$ cat config.mk
export PLATFORM = sky130hd
export DESIGN_NAME = soundex_code_stream_core
export DESIGN_NICKNAME = d
export VERILOG_FILES = /design/src/hdl/sdx_pkg.sv /design/src/hdl/sdx_word.sv /design/src/hdl/sdx_out_buf.sv /design/src/hdl/soundex_code_stream_core.sv
export SDC_FILE = /design/constraint.sdc
export NUM_CORES = 1
export LEC_CHECK = 0
export ABC_AREA = 1
export BUFFER_PORTS_ARGS = -buffer_cell sky130_fd_sc_hd__buf_2
export CORE_MARGIN = 2
export CORE_UTILIZATION = 30
export CTS_BUF_LIST = sky130_fd_sc_hd__clkbuf_16
export CTS_CLUSTER_SIZE = 8
export DETAILED_ROUTE_END_ITERATION = 12
export PLACE_DENSITY = 0.48
export SYNTH_ARGS = -nofsm -noshare
export SYNTH_HDL_FRONTEND = slang
export SYNTH_SLANG_ARGS = --single-unit
$ cat constraint.sdc
create_clock -name clk_i -period 4.8 [get_ports clk_i]
set_input_delay 0.72 -clock clk_i [delete_from_list [all_inputs] [get_ports clk_i]]
set_output_delay 0.72 -clock clk_i [all_outputs]
set_load 0.1 [all_outputs]
$ cat src/hdl/sdx_pkg.sv
// ---------------------------------------------------------------------------
// sdx_pkg
// Shared types, constants and the letter-to-digit table of the Soundex core.
// ---------------------------------------------------------------------------
package sdx_pkg;

  // Default code length: lead character plus up to three digits
  localparam int SDX_CODE_LEN    = 4;
  localparam int SDX_DIGIT_SLOTS = 3;
  localparam int SDX_CHAR_W      = 8;
  localparam int SDX_DIGIT_W     = 3;
  localparam int SDX_IN_TDATA_W  = 8;
  localparam int SDX_OUT_TDATA_W = 24;

  // Digit codes; zero means no code / padded
  localparam logic [SDX_DIGIT_W-1:0] DIG_NONE   = 3'd0;
  localparam logic [SDX_DIGIT_W-1:0] DIG_LABIAL = 3'd1;  // b f p v
  localparam logic [SDX_DIGIT_W-1:0] DIG_GUTTER = 3'd2;  // c g j k q s x z
  localparam logic [SDX_DIGIT_W-1:0] DIG_DENTAL = 3'd3;  // d t
  localparam logic [SDX_DIGIT_W-1:0] DIG_LONG   = 3'd4;  // l
  localparam logic [SDX_DIGIT_W-1:0] DIG_NASAL  = 3'd5;  // m n
  localparam logic [SDX_DIGIT_W-1:0] DIG_ROLL   = 3'd6;  // r

  typedef logic [SDX_DIGIT_W-1:0] sdx_digit_t;

  // One finished code
  typedef struct packed {
    sdx_digit_t            digit_three;
    sdx_digit_t            digit_two;
    sdx_digit_t            digit_one;
    logic [SDX_CHAR_W-1:0] lead_char;
  } sdx_result_t;

  // Lower-case letter to digit; everything else has no code
  function automatic sdx_digit_t sdx_letter_code(input logic [SDX_CHAR_W-1:0] c);
    sdx_digit_t code;
    case (c) inside
      "b", "f", "p", "v":                     code = DIG_LABIAL;
      "c", "g", "j", "k", "q", "s", "x", "z": code = DIG_GUTTER;
      "d", "t":                               code = DIG_DENTAL;
      "l":                                    code = DIG_LONG;
      "m", "n":                               code = DIG_NASAL;
      "r":                                    code = DIG_ROLL;
      default:                                code = DIG_NONE;
    endcase
    return code;
  endfunction

endpackage

$ cat src/hdl/sdx_word.sv
// ---------------------------------------------------------------------------
// sdx_word
// Per-word state: lead character, run suppression and the kept digits.
// ---------------------------------------------------------------------------
module sdx_word #(
  parameter int CODE_LEN = sdx_pkg::SDX_CODE_LEN
) (
  input  logic                             clk_i,
  input  logic                             rst_ni,
  input  logic                             accept_i,
  input  logic [sdx_pkg::SDX_CHAR_W-1:0]   ch_i,
  input  logic                             last_i,
  output logic                             res_valid_o,
  output sdx_pkg::sdx_result_t             res_o
);
  import sdx_pkg::*;

  // Number of digits kept, capped at the three slots
  localparam int KeepInt = ((CODE_LEN - 1) < SDX_DIGIT_SLOTS) ? (CODE_LEN - 1)
                                                               : SDX_DIGIT_SLOTS;
  localparam logic [1:0] KeepLimit = 2'(KeepInt);

  logic                  in_word_q, in_word_d;
  logic [SDX_CHAR_W-1:0] lead_q, lead_d;
  sdx_digit_t            prev_q, prev_d;
  logic [1:0]            cnt_q, cnt_d;
  sdx_digit_t            digits_q [SDX_DIGIT_SLOTS];
  sdx_digit_t            digits_d [SDX_DIGIT_SLOTS];
  sdx_digit_t            code;

  // Next state for the accepted character
  always_comb begin
    code      = sdx_letter_code(ch_i);
    in_word_d = in_word_q;
    lead_d    = lead_q;
    prev_d    = prev_q;
    cnt_d     = cnt_q;
    digits_d  = digits_q;
    if (!in_word_q) begin
      in_word_d = 1'b1;
      lead_d    = ch_i;
      prev_d    = DIG_NONE;
      cnt_d     = 2'd0;
      for (int i = 0; i < SDX_DIGIT_SLOTS; i++) digits_d[i] = DIG_NONE;
    end else if (code != DIG_NONE) begin
      if (code != prev_q && cnt_q < KeepLimit) begin
        digits_d[cnt_q] = code;
        cnt_d           = cnt_q + 2'd1;
      end
      prev_d = code;
    end
  end

  // Result goes out on the last character
  assign res_valid_o       = accept_i && last_i;
  assign res_o.lead_char   = lead_d;
  assign res_o.digit_one   = digits_d[0];
  assign res_o.digit_two   = digits_d[1];
  assign res_o.digit_three = digits_d[2];

  // State registers; the last character clears the word
  always_ff @(posedge clk_i or negedge rst_ni) begin
    if (!rst_ni) begin
      in_word_q <= 1'b0;
      lead_q    <= '0;
      prev_q    <= DIG_NONE;
      cnt_q     <= 2'd0;
      for (int i = 0; i < SDX_DIGIT_SLOTS; i++) digits_q[i] <= DIG_NONE;
    end else if (accept_i) begin
      if (last_i) begin
        in_word_q <= 1'b0;
        lead_q    <= '0;
        prev_q    <= DIG_NONE;
        cnt_q     <= 2'd0;
        for (int i = 0; i < SDX_DIGIT_SLOTS; i++) digits_q[i] <= DIG_NONE;
      end else begin
        in_word_q <= in_word_d;
        lead_q    <= lead_d;
        prev_q    <= prev_d;
        cnt_q     <= cnt_d;
        digits_q  <= digits_d;
      end
    end
  end

endmodule

$ cat src/hdl/sdx_out_buf.sv
// ---------------------------------------------------------------------------
// sdx_out_buf
// Output register with a skid entry, so input keeps flowing under a stall.
// ---------------------------------------------------------------------------
module sdx_out_buf (
  input  logic                 clk_i,
  input  logic                 rst_ni,
  input  logic                 push_i,
  input  sdx_pkg::sdx_result_t push_data_i,
  output logic                 ready_o,
  output logic                 valid_o,
  input  logic                 pop_ready_i,
  output sdx_pkg::sdx_result_t data_o
);
  import sdx_pkg::*;

  logic        out_valid_q, skid_valid_q;
  sdx_result_t out_q, skid_q;
  logic        pop;

  assign pop     = out_valid_q && pop_ready_i;
  assign ready_o = !skid_valid_q;
  assign valid_o = out_valid_q;
  assign data_o  = out_q;

  // Control: output slot refills from skid first, then from the push
  always_ff @(posedge clk_i or negedge rst_ni) begin
    if (!rst_ni) begin
      out_valid_q  <= 1'b0;
      skid_valid_q <= 1'b0;
    end else if (pop || !out_valid_q) begin
      if (skid_valid_q) begin
        out_valid_q  <= 1'b1;
        skid_valid_q <= 1'b0;
      end else begin
        out_valid_q <= push_i;
      end
    end else if (push_i) begin
      skid_valid_q <= 1'b1;
    end
  end

  // Payload
  always_ff @(posedge clk_i) begin
    if (pop || !out_valid_q) begin
      if (skid_valid_q) begin
        out_q <= skid_q;
      end else if (push_i) begin
        out_q <= push_data_i;
      end
    end else if (push_i) begin
      skid_q <= push_data_i;
    end
  end

endmodule

$ cat src/hdl/soundex_code_stream_core.sv
// ---------------------------------------------------------------------------
// soundex_code_stream_core
// Streaming Soundex-style coder: characters in, one four-field code per word.
// ---------------------------------------------------------------------------
// Usage:
//   Slave side carries one character per transaction in s_axis_tdata[7:0];
//   s_axis_tlast marks the final character of a word. The first character is
//   the lead, later lower-case letters become digits 1..6 with runs merged.
//   On the last character one code transaction leaves on the master side.
//   Throughput: one character per cycle while s_axis_tready is high, set
//   by the single lookup/compare stage between the word state registers and
//   the output register. The code appears on m_axis_tvalid in the cycle after
//   the transaction that carries tlast when the output register is empty or
//   is read in that cycle; otherwise it waits in the skid entry until then.
//   Stall: an output register plus one skid entry hold results; with both
//   full, s_axis_tready drops until the receiver takes a code.
//   Reset (rst_ni low, asynchronous) drops any word in progress and any
//   pending code; the next character starts a new word.
// ---------------------------------------------------------------------------
module soundex_code_stream_core #(
  parameter int CODE_LEN = sdx_pkg::SDX_CODE_LEN
) (
  input  logic                                clk_i,
  input  logic                                rst_ni,
  input  logic                                s_axis_tvalid,
  output logic                                s_axis_tready,
  input  logic [sdx_pkg::SDX_IN_TDATA_W-1:0]  s_axis_tdata,   // [7:0] ch
  input  logic                                s_axis_tlast,   // last
  output logic                                m_axis_tvalid,
  input  logic                                m_axis_tready,
  // [7:0] lead_char, [10:8] digit_one, [13:11] digit_two,
  // [16:14] digit_three, [23:17] zero
  output logic [sdx_pkg::SDX_OUT_TDATA_W-1:0] m_axis_tdata
);
  import sdx_pkg::*;

  logic        accept;
  logic        res_valid;
  sdx_result_t res, out_res;

  assign accept = s_axis_tvalid && s_axis_tready;

  // Word state and digit lookup
  sdx_word #(
    .CODE_LEN (CODE_LEN)
  ) u_word (
    .clk_i       (clk_i),
    .rst_ni      (rst_ni),
    .accept_i    (accept),
    .ch_i        (s_axis_tdata[SDX_CHAR_W-1:0]),
    .last_i      (s_axis_tlast),
    .res_valid_o (res_valid),
    .res_o       (res)
  );

  // Result register with skid entry
  sdx_out_buf u_out (
    .clk_i       (clk_i),
    .rst_ni      (rst_ni),
    .push_i      (res_valid),
    .push_data_i (res),
    .ready_o     (s_axis_tready),
    .valid_o     (m_axis_tvalid),
    .pop_ready_i (m_axis_tready),
    .data_o      (out_res)
  );

  assign m_axis_tdata = SDX_OUT_TDATA_W'(out_res);

endmodule

==> impl_metrics.py, run 1 <==
metrics = {
    "global_route": {
        "grt_pass1_wl_um": 10900,
        "gr-usage-all-layers": 0.124,
        "antenna_found_initial": 0,
        "grt_max_degree": 45,
        "overflow": 0,
        "grt_pass1_vias": 2137,
    },
    "timing": {
        "clock_skew_ps": 7.58,
        "setup_viol": 0,
        "setup_tns_ps": 0,
        "fmax_ghz": 0.355,
        "final_hold_viol_count": 0,
        "worstMarginPinSlew_ps": 1220,
        "period_share": 0.587,
        "post-route-min-period_ps": 2820,
        "rsz0062_at_grt": "no",
        "slew_headroom": 0.184,
        "slew_violations": 0,
        "fin_hold_ws_ps": 408,
    },
    "place": {
        "io_buffer_count": 31,
        "post-dp-hpwl_um": 4780,
        "gp_congestion": 0.883,
    },
    "routing": {
        "drt_iter0_markers": 122,
        "routed-wl-met3_um": 251,
        "wl_met1_um": 3390,
        "routed-wl-met2_um": 2900,
        "wl_um": 6610,
        "vias": 2312,
        "wl_per_cell_um": 12.6,
        "via_per_inst": 4.40,
        "first_pass_iters": 4,
        "drcViolationCount": 0,
        "top_layer_used": "met4",
        "ant_nets": 0,
    },
    "worst_setup_path": {
        "cpMaxStageDelayCell": "dfrtp_1",
        "end_kind": "flip-flop",
        "cp.arrival_ps": 2820,
        "rrSetupSlack_ps": 1980,
        "crit_path_max_fanout": 27,
        "path_class": "reg2reg",
        "crit_chain": "inv_1, nand2_1, inv_1, nand2_1, nor2_1, buf_4",
        "required_ps": 4810,
        "cp-start-kind": "flip-flop",
        "slowest_delay_ps": 670,
    },
    "power": {
        "leakagePower_nw": 1.74,
        "power_frac_comb": 0.149,
        "seqPwrFrac": 0.378,
        "power.internal_w": 0.00112,
        "power_density_nw_per_um2": 416,
        "irDropWorstVdd_mv": 0.200,
        "power_switching_w": 0.000445,
        "p_clk_frac": 0.473,
        "swShare": 0.285,
        "p_total_w": 0.00156,
    },
    "clocking": {
        "cts_buffer_depth": 2,
        "htreeDepth": 3,
        "cts_tree": "yes",
        "post-cts-setup-buffers": 0,
        "worstSkewPairLatency_ps": 320,
        "ctsRootBufferMaster": "clkbuf_16",
        "cts_buffers": 9,
        "holdBufCountCts": 0,
        "clk_pin_slew_ps": 60,
        "clock-sinks": 59,
        "cts_resized": 0,
    },
    "layout": {
        "drive_gt1_frac": 0.211,
        "nets": 401,
        "area_growth_pct": 18.6,
        "antenna_cells": 0,
        "post-route-util": 0.365,
        "nFillCells": 1065,
    },
    "synthesis": {
        "synth_seq_area_share": 0.520,
        "syn_inst": 353,
        "synth_edf_count": 34,
        "syn_area_per_cell_um2": 8.96,
        "yosys_warnings": 0,
        "netlist_top_cells_count": "nand2_1 (90), inv_1 (43), edfxtp_1 (34)",
        "yosysMostFrequentCell": "nand2_1",
        "synth_area_um2": 3160,
        "synthFlopType": "edfxtp_1",
        "yosys-top-cells-area": "edfxtp_1 (32%), dfrtp_1 (20%), nand2_1 (11%)",
        "post-synth-top-area-cell": "edfxtp_1",
        "ys_types": 29,
        "ys_ff_latch": 59,
        "netlist.area_leader.share": 0.323,
        "ys_async_sr_fraction": 0.424,
    },
    "min_path": {
        "worstHoldPathType": "in2async",
    },
    "floorplan": {
        "die_h_um": 107,
        "io_pins": 39,
        "num_rows": 37,
        "start_util": 0.308,
        "die_area_um2": 11400,
        "die_w_um": 107,
        "core_um2": 10300,
    },
    "run_status": {
        "status": "finished clean",
    },
    "run": {
        "drv_cap": 0,
    },
}
## sequential cells by signal (all words and copies together) (netlist names)
signal / count
u_word.lead_q: 8
u_word.in_word_q: 1
u_out.valid_o: 1
u_word.cnt_q: 2
u_word.prev_q: 3
u_out.skid_valid_q: 1
u_out.data_o: 17
u_out.skid_q: 17
u_word.digits_q: 9
## worst paths after layout
kind                                      end               start  cells past startpoint
setup reg to reg             u_out.skid_q[11]  u_out.skid_valid_q                      6
min in group clk_i         u_word.digits_q[6]  u_word.digits_q[6]                      2
hold / removal               u_word.lead_q[4]              rst_ni                      1
setup / recovery             u_out.skid_q[11]  u_out.skid_valid_q                      6
hold reg to reg            u_word.digits_q[6]  u_word.digits_q[6]                      2
max in group asynchronous  u_word.digits_q[3]              rst_ni                      1
## cell usage in the layout, fill, tap and decap left out, drive strengths merged
cell type  instances
nand2            105
inv               49
edfxtp            34
buf               33
o21ai             31
dfrtp             25
nor2              22
nand4             20
nand3             18
and3               9
clkbuf             9
o22ai              8
conb               7
clkinv             5
ha                 4
a21oi              4
bufinv             3
xor2               1
a31oi              1
clkinvlp           1
## critical path, delay by kind of cell (launching register included)
family	cells	cell delay (ps)
buf+inv	3	1240
flops	1	670
simple gates	3	590
## cell families after synthesis
kind of cell	synth area share
DFF	0.520
xor gates and xnor gates	0.00514
adders and majority gates	0.0158
buffers and inverters	0.0965
and+or+nand+nor	0.278
other	0.00119
AOI/OAI and AO/OA	0.0826
## power by group through the flow
stage	clock network (W)	logic [W]	registers (W)
2_1_floorplan	0	0.000119	0.000672
3_3_place_gp	0	0.000234	0.000600
3_5_place_dp	0	0.000235	0.000600
4_1_cts	0.000751	0.000235	0.000590
5_1_grt	0.000777	0.000251	0.000594
6_report	0.000739	0.000233	0.000591
## metal layers
metal	up-vias	GRT usage
li1	1213	-
met1	1049	0.173
met2	45	0.183
met3	5	0.0316
met4	0	0.0529
met5	-	0
## per-stage QoR
stage	setup slack, ps	cells	cell area, um^2
final	1980	525	3750
after detailed placement	1970	509	3410
after floorplan	2370	359	3190
after CTS	1950	525	3750
after global placement	1970	509	3410
after global routing	1750	525	3750
## layout make-up
cell class	instances	area [um^2]	share of cell area
Clock buffer	9	225	0.0600
Clock inverter	7	115	0.0307
Multi-Input combinational cell	230	1230	0.329
Timing Repair Buffer	33	170	0.0453
Tap cell	136	170	0.0453
Inverter	51	191	0.0510
Sequential cell	59	1650	0.439
No activity file was read; power rests on OpenSTA's default activity.
==> run 2: changes to the inputs <==
--- a/config.mk
+++ b/config.mk
@@ -12,7 +12,7 @@
 export CTS_BUF_LIST = sky130_fd_sc_hd__clkbuf_16
 export CTS_CLUSTER_SIZE = 8
 export DETAILED_ROUTE_END_ITERATION = 12
-export PLACE_DENSITY = 0.48
+export PLACE_DENSITY = 0.49
 export SYNTH_ARGS = -nofsm -noshare
 export SYNTH_HDL_FRONTEND = slang
 export SYNTH_SLANG_ARGS = --single-unit
==> constraint.sdc (replaced) <==
create_clock -name clk_i -period 2.3 [get_ports clk_i]
set_input_delay 0.345 -clock clk_i [delete_from_list [all_inputs] [get_ports clk_i]]
set_output_delay 0.345 -clock clk_i [all_outputs]
set_load 0.1 [all_outputs]
==> impl_metrics.py, run 2 (synthesis gave the netlist of run 1 again) <==
metrics = {
    "clocking": {
        "cts_buffer_depth": 2,
        "worstSkewPairLatency_ps": 320,
        "holdBufCountCts": 0,
        "cts_buffers": 9,
        "post-cts-setup-buffers": 0,
        "cts_tree": "yes",
        "clock-sinks": 59,
        "clk_pin_slew_ps": 50,
        "ctsRootBufferMaster": "clkbuf_16",
        "cts_resized": 0,
        "htreeDepth": 3,
    },
    "floorplan": {
        "die_w_um": 107,
        "core_um2": 10300,
        "start_util": 0.308,
        "io_pins": 39,
        "die_area_um2": 11400,
        "num_rows": 37,
        "die_h_um": 107,
    },
    "power": {
        "swShare": 0.311,
        "power_switching_w": 0.000902,
        "power_density_nw_per_um2": 780,
        "p_clk_frac": 0.405,
        "irDropWorstVdd_mv": 0.272,
        "power_frac_comb": 0.177,
        "leakagePower_nw": 1.73,
        "power.internal_w": 0.00200,
        "seqPwrFrac": 0.419,
    },
    "place": {
        "post-dp-hpwl_um": 4650,
        "placed_cell_area_um2": 3450,
        "placedCellCount": 514,
        "io_buffer_count": 31,
        "gp_congestion": 0.864,
    },
    "worst_setup_path": {
        "required_ps": 2540,
        "crit_chain": "inv_1, nand2_1, buf_4, nor2_2, clkinv_1, o22ai_1",
        "crit_path_max_fanout": 11,
        "cp.arrival_ps": 2220,
        "critPathBufInv": 3,
        "cp_top_family": "buffers and inverters",
        "cp-start-kind": "flip-flop",
        "end_kind": "flip-flop",
        "path_class": "reg2reg",
        "slowest_delay_ps": 370,
        "cpMaxStageDelayCell": "dfrtp_1",
    },
    "timing": {
        "setup_viol": 0,
        "final_hold_viol_count": 0,
        "slew_violations": 0,
        "post-route-min-period_ps": 1990,
        "slew_headroom": 0.597,
        "setup_tns_ps": 0,
        "fmax_ghz": 0.504,
        "period_share": 0.863,
        "clock_skew_ps": 4.97,
        "worstMarginPinSlew_ps": 605,
        "rsz0062_at_grt": "no",
    },
    "layout": {
        "fin_area_um2": 3710,
        "area_growth_pct": 17.4,
        "layout_commonest_cell": "nand2_1",
        "final_cell_mix": "nand2_1 (90), inv_1 (44), edfxtp_1 (34), buf_2 (31), o21ai_0 (29)",
        "final_cells": 530,
        "multi_input_area_um2": 1240,
        "post-route-util": 0.361,
        "drive_gt1_frac": 0.218,
        "seqCellArea_um2": 1650,
        "nets": 406,
        "nFillCells": 1056,
        "antenna_cells": 0,
    },
    "routing": {
        "first_pass_iters": 5,
        "top_layer_used": "met4",
        "wl_um": 6300,
        "wl_met1_um": 3240,
        "routed-wl-met2_um": 2750,
        "wl_per_cell_um": 11.9,
        "vias": 2317,
        "routed-wl-met3_um": 217,
        "drcViolationCount": 0,
        "via_per_inst": 4.37,
        "ant_nets": 0,
        "drt_iter0_markers": 138,
    },
    "global_route": {
        "overflow": 0,
        "gr-usage-all-layers": 0.120,
        "grt_max_degree": 28,
        "grt_pass1_vias": 2127,
        "grt_pass1_wl_um": 10600,
        "antenna_found_initial": 0,
    },
    "run_status": {
        "status": "finished clean",
    },
    "run": {
        "drv_cap": 0,
    },
    "min_path": {
        "worstHoldPathType": "in2async",
    },
}
-- run 2: cell count changes in the layout (fill, tap and decap cells not counted), sizes merged --
cell / change
clkinv: +2
buf: +5
bufinv: -3
clkinvlp: +1
-- run 2: through the flow --
stage	power, W	worst slack (ps)	hold slack (ps)
2_1_floorplan	0.00165	224	49.4
3_3_place_gp	0.00174	134	407
3_5_place_dp	0.00175	87.4	405
4_1_cts	0.00293	304	53.8
5_1_grt	0.00302	89.9	85.3
6_report	0.00290	314	28.7
-- run 2: cell type report --
type,instances,area share
sequential,59,0.443
multi-input combinational,230,0.333
clock buffer,9,0.0606
timing repair buffer,38,0.0559
inverter,51,0.0515
tap,136,0.0458
clock inverter,7,0.00977
-- run 2: power by group through the flow --
| stage | Sequential [W] | Clock [W] | Combinational (W) |
|---|---|---|---|
| after floorplan | 0.00140 | 0 | 0.000249 |
| after global placement | 0.00123 | 0 | 0.000511 |
| after detailed placement | 0.00123 | 0 | 0.000513 |
| after CTS | 0.00121 | 0.00120 | 0.000515 |
| after global routing | 0.00122 | 0.00125 | 0.000554 |
| final | 0.00121 | 0.00117 | 0.000512 |
-- run 2: worst paths after layout --
| check | from | endpoint | cells past startpoint | slack (ps) |
|---|---|---|---|---|
| min reg2reg | u_word.digits_q[0] | u_word.digits_q[0] | 2 | 480 |
| max reg2reg | u_out.skid_valid_q | u_word.lead_q[3] | 6 | 310 |
| min in group clk_i | s_axis_tvalid | u_out.valid_o | 3 | 330 |
| max in group asynchronous | rst_ni | u_word.digits_q[4] | 1 | 1870 |
| max | u_out.skid_valid_q | u_word.lead_q[3] | 6 | 310 |
| min | rst_ni | u_word.lead_q[3] | 1 | 30 |
-- run 2: per-layer routing --
layer | vias up | track usage
met4 | 0 | 0.0529
met3 | 8 | 0.0274
met2 | 36 | 0.174
met5 | - | 0
li1 | 1224 | -
met1 | 1049 | 0.170
